### config.mk
export PLATFORM = sky130hd
export DESIGN_NAME = lru_page_replacement
export DESIGN_NICKNAME = d
export VERILOG_FILES = /design/src/design/lpr_pkg.sv /design/src/design/lpr_cell.sv /design/src/design/lru_page_replacement.sv
export SDC_FILE = /design/constraint.sdc
export NUM_CORES = 1
export LEC_CHECK = 0
export ABC_AREA = 1
export BUFFER_PORTS_ARGS = -buffer_cell sky130_fd_sc_hd__buf_2
export CELL_PAD_IN_SITES_DETAIL_PLACEMENT = 0
export CELL_PAD_IN_SITES_GLOBAL_PLACEMENT = 2
export CORE_ASPECT_RATIO = 1.25
export CORE_MARGIN = 1
export CORE_UTILIZATION = 44
export DETAILED_ROUTE_END_ITERATION = 10
export GPL_TIMING_DRIVEN = 0
export PLACE_DENSITY = 0.95
export SKIP_LAST_GASP = 1
export SLEW_MARGIN = 0
export SYNTH_ARGS = -nofsm -noshare
export SYNTH_HDL_FRONTEND = slang
export SYNTH_HIERARCHICAL = 1
export SYNTH_SLANG_ARGS = --single-unit
### constraint.sdc
create_clock -name clk -period 12.35 [get_ports clk]
set_clock_uncertainty 0.2 [all_clocks]
set_input_delay 3.705 -clock clk [delete_from_list [all_inputs] [get_ports clk]]
set_output_delay 3.705 -clock clk [all_outputs]
set_load 0.05 [all_outputs]
### src/design/lpr_pkg.sv
// Shared constants for the LRU page replacement block.
// No dependencies; used by lru_page_replacement.
package lpr_pkg;

  localparam int FRAMES_DEF    = 8;
  localparam int PAGE_BITS_DEF = 20;

  localparam int CFG_W   = 4;
  localparam int INDEX_W = 3;
  localparam int EVICT_W = 20;
  localparam int FAULT_W = 32;

  localparam logic [CFG_W-1:0]   CFG_RESET = CFG_W'(8);
  localparam logic [FAULT_W-1:0] FAULT_MAX = '1;

endpackage

### src/design/lpr_cell.sv
// One frame of the LRU chain: holds valid mark, page and recency rank,
// folds itself into the search word passed along the chain. Uses lpr_pkg widths only via parent.
module lpr_cell #(
  parameter int FRAMES    = 8,
  parameter int PAGE_BITS = 20,
  parameter int IDX       = 0
) (
  clk,
  rst,
  clr,
  act,
  req_page,
  tok_in,
  car_in,
  tok_out,
  car_out,
  upd
);
  localparam int IDX_W  = $clog2(FRAMES);
  localparam int RANK_W = $clog2(FRAMES);
  localparam logic [RANK_W-1:0] RANK_MAX = RANK_W'(FRAMES - 1);
  localparam logic [IDX_W-1:0]  MY_IDX   = IDX_W'(IDX);

  typedef struct packed {
    logic                 hit;
    logic [IDX_W-1:0]     hit_idx;
    logic [RANK_W-1:0]    hit_rank;
    logic                 empty;
    logic [IDX_W-1:0]     empty_idx;
    logic [RANK_W-1:0]    best_rank;
    logic [IDX_W-1:0]     best_idx;
    logic [PAGE_BITS-1:0] best_page;
  } srch_t;

  typedef struct packed {
    logic              en;
    logic [IDX_W-1:0]  sel;
    logic              sel_valid;
    logic [RANK_W-1:0] sel_rank;
  } upd_t;

  input  logic                 clk;
  input  logic                 rst;
  input  logic                 clr;
  input  logic                 act;
  input  logic [PAGE_BITS-1:0] req_page;
  input  logic                 tok_in;
  input  srch_t                car_in;
  output logic                 tok_out;
  output srch_t                car_out;
  input  upd_t                 upd;

  logic                 valid;
  logic [PAGE_BITS-1:0] page;
  logic [RANK_W-1:0]    rank;
  srch_t                car_next;

  always_comb begin
    car_next = car_in;
    if (act) begin
      if (!car_in.hit && valid && (page == req_page)) begin
        car_next.hit      = 1'b1;
        car_next.hit_idx  = MY_IDX;
        car_next.hit_rank = rank;
      end
      if (!car_in.empty && !valid) begin
        car_next.empty     = 1'b1;
        car_next.empty_idx = MY_IDX;
      end
      if ((IDX == 0) || (rank > car_in.best_rank)) begin
        car_next.best_rank = rank;
        car_next.best_idx  = MY_IDX;
        car_next.best_page = page;
      end
    end
  end

  // pass the search word on, one cell per cycle
  always_ff @(posedge clk) begin
    if (rst) begin
      tok_out <= 1'b0;
    end else begin
      tok_out <= tok_in;
    end
    if (tok_in) begin
      car_out <= car_next;
    end
  end

  // frame state: clear beats update
  always_ff @(posedge clk) begin
    if (rst || clr) begin
      valid <= 1'b0;
      rank  <= '0;
    end else if (upd.en) begin
      if (upd.sel == MY_IDX) begin
        valid <= 1'b1;
        rank  <= '0;
      end else if (valid && (!upd.sel_valid || (rank < upd.sel_rank)) && (rank != RANK_MAX)) begin
        rank <= rank + RANK_W'(1);
      end
    end
  end

  always_ff @(posedge clk) begin
    if (!clr && upd.en && (upd.sel == MY_IDX)) begin
      page <= req_page;
    end
  end

endmodule

### src/design/lru_page_replacement.sv
// LRU page replacement: top level, chain of FRAMES lpr_cell frames; uses lpr_pkg.
// The result word strobes on done once start is taken and the search has
// swept the cell chain one frame per cycle, followed by a broadcast update.
// One word is in flight at a time; the next start can be taken in its update cycle.
// Reset (rst, synchronous): all frames empty, ranks and fault count zero,
// frames_in_use = 8. Results cannot be stalled by the receiver.
module lru_page_replacement #(
  parameter int FRAMES    = lpr_pkg::FRAMES_DEF,
  parameter int PAGE_BITS = lpr_pkg::PAGE_BITS_DEF
) (
  clk,
  rst,
  cfg_we,
  cfg_wdata,
  start,
  busy,
  page,
  restart,
  done,
  hit,
  frame_index,
  evicted_valid,
  evicted_page,
  fault_count
);
  localparam int IDX_W  = $clog2(FRAMES);
  localparam int RANK_W = $clog2(FRAMES);

  typedef struct packed {
    logic                 hit;
    logic [IDX_W-1:0]     hit_idx;
    logic [RANK_W-1:0]    hit_rank;
    logic                 empty;
    logic [IDX_W-1:0]     empty_idx;
    logic [RANK_W-1:0]    best_rank;
    logic [IDX_W-1:0]     best_idx;
    logic [PAGE_BITS-1:0] best_page;
  } srch_t;

  typedef struct packed {
    logic              en;
    logic [IDX_W-1:0]  sel;
    logic              sel_valid;
    logic [RANK_W-1:0] sel_rank;
  } upd_t;

  input  logic                              clk;
  input  logic                              rst;
  input  logic                              cfg_we;
  input  logic [lpr_pkg::CFG_W-1:0]         cfg_wdata;
  input  logic                              start;
  output logic                              busy;
  input  logic [PAGE_BITS-1:0]              page;
  input  logic                              restart;
  output logic                              done;
  output logic                              hit;
  output logic [lpr_pkg::INDEX_W-1:0]       frame_index;
  output logic                              evicted_valid;
  output logic [lpr_pkg::EVICT_W-1:0]       evicted_page;
  output logic [lpr_pkg::FAULT_W-1:0]       fault_count;

  logic [lpr_pkg::CFG_W-1:0]   frames_in_use;
  logic [lpr_pkg::CFG_W-1:0]   frames_eff;
  logic                        busy_reg;
  logic                        launch;
  logic                        accept;
  logic                        clr;
  logic [PAGE_BITS-1:0]        req_page;
  logic [lpr_pkg::FAULT_W-1:0] faults;
  logic [lpr_pkg::FAULT_W-1:0] faults_next;

  logic [FRAMES-1:0] act;
  logic [FRAMES-1:0] tok;
  logic [FRAMES-1:0] tok_in;
  srch_t             car    [FRAMES];
  srch_t             car_in [FRAMES];
  srch_t             fin;
  logic              tok_last;
  upd_t              upd;

  logic [IDX_W-1:0]  sel;
  logic              ev_valid;

  // configuration register: hold last write; zero acts as one frame
  always_ff @(posedge clk) begin
    if (rst) begin
      frames_in_use <= lpr_pkg::CFG_RESET;
    end else if (cfg_we) begin
      frames_in_use <= cfg_wdata;
    end
  end

  assign frames_eff = (frames_in_use == '0) ? lpr_pkg::CFG_W'(1) : frames_in_use;

  // a frame takes part only below the active count; values above FRAMES
  // activate every frame since no index reaches them
  for (genvar k = 0; k < FRAMES; k++) begin : g_act
    assign act[k] = (32'(frames_eff) > k);
  end

  // handshake: free again in the update cycle, so the next word can follow
  assign tok_last = tok[FRAMES-1];
  assign fin      = car[FRAMES-1];
  assign busy     = busy_reg & ~tok_last;
  assign accept   = start & ~busy;
  assign clr      = accept & restart;

  always_ff @(posedge clk) begin
    if (rst) begin
      busy_reg <= 1'b0;
      launch   <= 1'b0;
    end else begin
      launch <= accept;
      if (accept) begin
        busy_reg <= 1'b1;
      end else if (tok_last) begin
        busy_reg <= 1'b0;
      end
    end
  end

  always_ff @(posedge clk) begin
    if (accept) begin
      req_page <= page;
    end
  end

  // cell chain: cell 0 starts from an empty search word
  for (genvar k = 0; k < FRAMES; k++) begin : g_cell
    if (k == 0) begin : g_head
      assign tok_in[k] = launch;
      assign car_in[k] = '0;
    end else begin : g_link
      assign tok_in[k] = tok[k-1];
      assign car_in[k] = car[k-1];
    end

    lpr_cell #(
      .FRAMES    (FRAMES),
      .PAGE_BITS (PAGE_BITS),
      .IDX       (k)
    ) u_cell (
      .clk      (clk),
      .rst      (rst),
      .clr      (clr),
      .act      (act[k]),
      .req_page (req_page),
      .tok_in   (tok_in[k]),
      .car_in   (car_in[k]),
      .tok_out  (tok[k]),
      .car_out  (car[k]),
      .upd      (upd)
    );
  end

  // decision at the chain end: hit, else lowest empty frame, else the oldest
  always_comb begin
    ev_valid = ~fin.hit & ~fin.empty;
    if (fin.hit) begin
      sel = fin.hit_idx;
    end else if (fin.empty) begin
      sel = fin.empty_idx;
    end else begin
      sel = fin.best_idx;
    end

    upd.en        = tok_last;
    upd.sel       = sel;
    upd.sel_valid = fin.hit | ~fin.empty;
    upd.sel_rank  = fin.hit ? fin.hit_rank : fin.best_rank;

    if (fin.hit || (faults == lpr_pkg::FAULT_MAX)) begin
      faults_next = faults;
    end else begin
      faults_next = faults + lpr_pkg::FAULT_W'(1);
    end
  end

  // fault counter: a restart taken in the update cycle still wins
  always_ff @(posedge clk) begin
    if (rst || clr) begin
      faults <= '0;
    end else if (tok_last) begin
      faults <= faults_next;
    end
  end

  // result word: done strobes for one cycle; the other fields hold until the next result
  always_ff @(posedge clk) begin
    if (rst) begin
      done <= 1'b0;
    end else begin
      done <= tok_last;
    end
    if (tok_last) begin
      hit           <= fin.hit;
      frame_index   <= lpr_pkg::INDEX_W'(sel);
      evicted_valid <= ev_valid;
      evicted_page  <= ev_valid ? lpr_pkg::EVICT_W'(fin.best_page) : '0;
      fault_count   <= faults_next;
    end
  end

endmodule
==> results.env <==
GP_WEIGHTED_CONGESTION=0.893
CORE_AREA_SQ_UM=64500
DRT_PRE_ANTENNA_ITERS=5
ROUTED_VIA_DENSITY=4.72
POWER.COMBINATIONAL.FRACTION_PCT=2.6
DIE-AREA_SQ_UM=66400
MAX_FREQ_MHz=165
ROUTE.VIAS.TOTAL=19600
VERTICAL_DIE_DIMENSION_MICRONS=288
POWER_SWITCHING_W=0.000897
POST-SYNTH-TOP-AREA-CELL='sky130_fd_sc_hd__edfxtp_1'
POST_SYNTH_EDFFS=533
POWER.DENSITY_nW_PER_UM2=130
WORSTMARGINPINSLEW_PS=1040
FINAL_MIN_PERIOD_OVER_CLOCK_PERIOD_PCT=49.2
CTS.PATH.MAX_BUFFERS=3
P_SW_SHARE_PCT=21.1
GRT_SETUP_UNREPAIRED='no'
DRIVE_ABOVE_1_SHARE_PCT=11.3
YOSYS.CELL_TYPES.COUNT=37
START_UTIL_PCT=44.5
STATUS='complete, no violations'
AREA_SHARE_OF_THE_LEADING_CELL_TYPE_IN_THE_SYNTHESIZED_NETLIST_PCT=55.7
CTS_MADE_BUFFERS=66
LARGEST_REGISTER='g_cell.u_cell/car_out'
CTS.CLK_SLEW.WORST_PATHS_PS=60
GRT_PASS1_VIAS=19300
LARGEST_REGISTER_FFS=296
SYNTH_SIMPLE_GATE_AREA_SHARE_PCT=22.4
YS_WARN_COUNT=6
TIMING.FINAL.SETUP_VIOLATIONS=0
SYNTH.YOSYS.SEQ_AREA_SHARE_PCT=61.2
CAP_VIOLATIONS=0
DRV_SLEW=0
CTS.REPAIR.RESIZED=0
INSERTION_DELAY_OF_THE_LATER_CLOCKED_PIN_IN_THE_WORST_SKEW_PAIR_PS=600
ROUTE.LAYER.MET1.WL_MICRONS=26200
WORSTPATHMAXFANOUT=42
SYNTHADDERAREAFRAC_PCT=2.35
REQUIRED_PS=8440
WL_PER_CELL_MICRONS=15.1
POST_LAYOUT_NONFILLER_INSTANCES=4140
P_LEAK_nW=14.3
WORSTSETUPENDPOINTTYPE='output pin'
ANTENNA_CELLS=0
FINAL.FILL_COUNT=5856
DPL.HPWL_MICRONS=47400
LARGEST_REGISTERS='g_cell.u_cell/car_out: 296 flops, g_cell.u_cell/page: 160 flops'
TOP_SIGNAL_LAYER_USED='met4'
SYNTH_TOP_FAMILY_BY_AREA='simple AND/OR/NAND/NOR gates'
POWER.IR.VDD_WORST_mV=0.117
NUMBER_OF_I_O_PINS=88
DESIGN_AREA_SQ_UM=32600
POWER.SHARE.SEQUENTIAL_PCT=54.0
AREA_POST_PLACEMENT_SQ_UM=30600
WORSTSETUPSTARTPOINTTYPE='flop'
FINAL-HOLD-VIOLATION-COUNT=0
SYNTH_TOP_AREA_CELLS='sky130_fd_sc_hd__edfxtp_1 (56%), sky130_fd_sc_hd__nand2_1 (13%), sky130_fd_sc_hd__inv_1 (6.4%), sky130_fd_sc_hd__dfxtp_1 (5.5%), sky130_fd_sc_hd__nor2_1 (2.7%)'
PORTBUFFERS=87
CLOCK_TREE_FROM_TRITONCTS='built'
FIRST_PASS_GRT_WIRE_LENGTH_MICRONS=100000
ANTENNA_FOUND_INITIAL=0
INITIALDRTVIOLATIONCOUNT=1231
ROUTE.MET3.WL_MICRONS=2160
GRT_REMAINING_OVERFLOW=0
CLOCK_POWER_SHARE_PCT=43.5
FINALCRITICALPERIOD_PS=6070
GRT_START_MAX_NET_PINS=43
SYNTH_COMMON_CELLS='sky130_fd_sc_hd__nand2_1 (1002), sky130_fd_sc_hd__edfxtp_1 (533), sky130_fd_sc_hd__inv_1 (493), sky130_fd_sc_hd__nor2_1 (208), sky130_fd_sc_hd__nand3_1 (119)'
CTS_MAX_LEVEL=3
TIMING.CRITICAL_PATH.ARRIVAL_PS=2170
SETUP.WORST_PATH.CLASS='reg -> out'
STD_CELL_ROWS=104
GRT_USE_TOTAL_PCT=19.2
DRC_ERRORS=0
DRTANTENNAVIOLNETS=0
ROUTED_WL_MICRONS=62600
MET2_LENGTH_MICRONS=32200
SYNTH_MUX_AREA_SHARE_PCT=0
CTS_ROOT_BUF='sky130_fd_sc_hd__clkbuf_16'
SYNTHFLOPTYPE='sky130_fd_sc_hd__edfxtp_1'
SYNTHESIS.AREA_PER_INSTANCE_SQ_UM=9.46
NUM-NETS-FINAL=3324
SYNTHARSTFLOPSHARE_PCT=0
POSTSYNTHCELLCOUNT=3039
SYNTH.CELL_AREA_SQ_UM=28700
AREA_GROWTH_PCT=13.4
CLOCK-SINKS=612
SHARE_OF_THE_SYNTHESIZED_AREA_IN_COMPOUND_GATES_AO_OA_AOI_OAI_PCT=4.98
TIMING.MAX_SLEW.REL_SLACK_PCT=29.9
CTS_STAGE_HOLD_BUFFER_COUNT=0
HOLD_PATH.CLASS='reg -> reg'
INTERNAL_POWER_W=0.00335
SYNTH-XOR-AREA-SHARE_PCT=1.07
SYNTH_SEQ_CELLS=612
POST_CTS_BUFFERS=0
PLACEDCELLCOUNT=4021
SYNTH_MOST_COMMON_CELL='sky130_fd_sc_hd__nand2_1'
FIN_TNS_SETUP_PS=0
DIE_W_MICRONS=231
==> cell families after synthesis <==
kind of cell	count (synthesis)
AOI/OAI and AO/OA	272
DFF	612
and+or+nand+nor	1492
adders and majority gates	54
buffers and inverters	572
other	2
xor gates and xnor gates	35
==> layout by cell type, fill, tap and decap left out, drive strengths merged, types with 26 or more instances in the layout <==
cell type / Yosys / routed
a21oi: 79 / 79
buf: 37 / 134
clkbuf: 15 / 106
clkinv: 2 / 26
conb: 2 / 39
dfxtp: 79 / 79
edfxtp: 533 / 533
ha: 54 / 54
inv: 518 / 520
nand2: 1014 / 1014
nand3: 141 / 141
nand4: 57 / 57
nor2: 240 / 240
o21ai: 185 / 185
or2: 26 / 26
==> power by group through the flow <==
stage | clock network [W] | logic (W) | registers (W)
after CTS | 0.00190 | 0.000108 | 0.00229
after global routing | 0.00198 | 0.000125 | 0.00230
after floorplan | 0 | 0.0000762 | 0.00232
final | 0.00185 | 0.000108 | 0.00229
after detailed placement | 0 | 0.000107 | 0.00234
after global placement | 0 | 0.000104 | 0.00234
==> worst paths after layout <==
path	start	to	slack [ps]	cells past startpoint
worst max-delay path	g_cell[7].u_cell/tok_out	busy	6280	5
worst min-delay path	busy_reg	busy_reg	280	2
worst max register to register	g_cell[7].u_cell/tok_out	g_cell[7].u_cell/page[4]	8630	9
worst min register to register	busy_reg	busy_reg	280	2
==> critical path, cell delays in order, from the launching register on <==
cell and delay, ps:
sky130_fd_sc_hd__dfxtp_4 680, sky130_fd_sc_hd__buf_16 300, sky130_fd_sc_hd__inv_2 180, sky130_fd_sc_hd__nand2_1 110, sky130_fd_sc_hd__inv_1 70, sky130_fd_sc_hd__buf_2 220
==> metal layers <==
metal  GRT usage (%)  up-vias
li1                -    10200
met2            35.4      322
met5               0        -
met4            7.28        0
met3            2.94       98
met1            22.3     8969
==> stage by stage <==
stage	worst slack (ps)	util (%)	hold slack [ps]	power, W
floorplan	5990	-	242	0.00240
global placement	4430	47.1	262	0.00244
detailed placement	6020	47.4	272	0.00244
CTS	6200	50.5	281	0.00430
global route	6140	50.5	300	0.00440
finish	6280	50.5	276	0.00425
==> layout make-up <==
| type | count | area [sq um] | share of cell area [%] |
|---|---|---|---|
| flip-flops and latches | 612 | 17600 | 54.0 |
| clock inverters | 28 | 200 | 0.614 |
| multi-input cells | 1892 | 9010 | 27.6 |
| plain buffers | 52 | 358 | 1.10 |
| clock buffers | 91 | 1820 | 5.58 |
| inverters | 520 | 1950 | 5.99 |
| repair buffers | 97 | 598 | 1.83 |
| well taps | 848 | 1060 | 3.25 |
(Power assumes the default switching activity.)
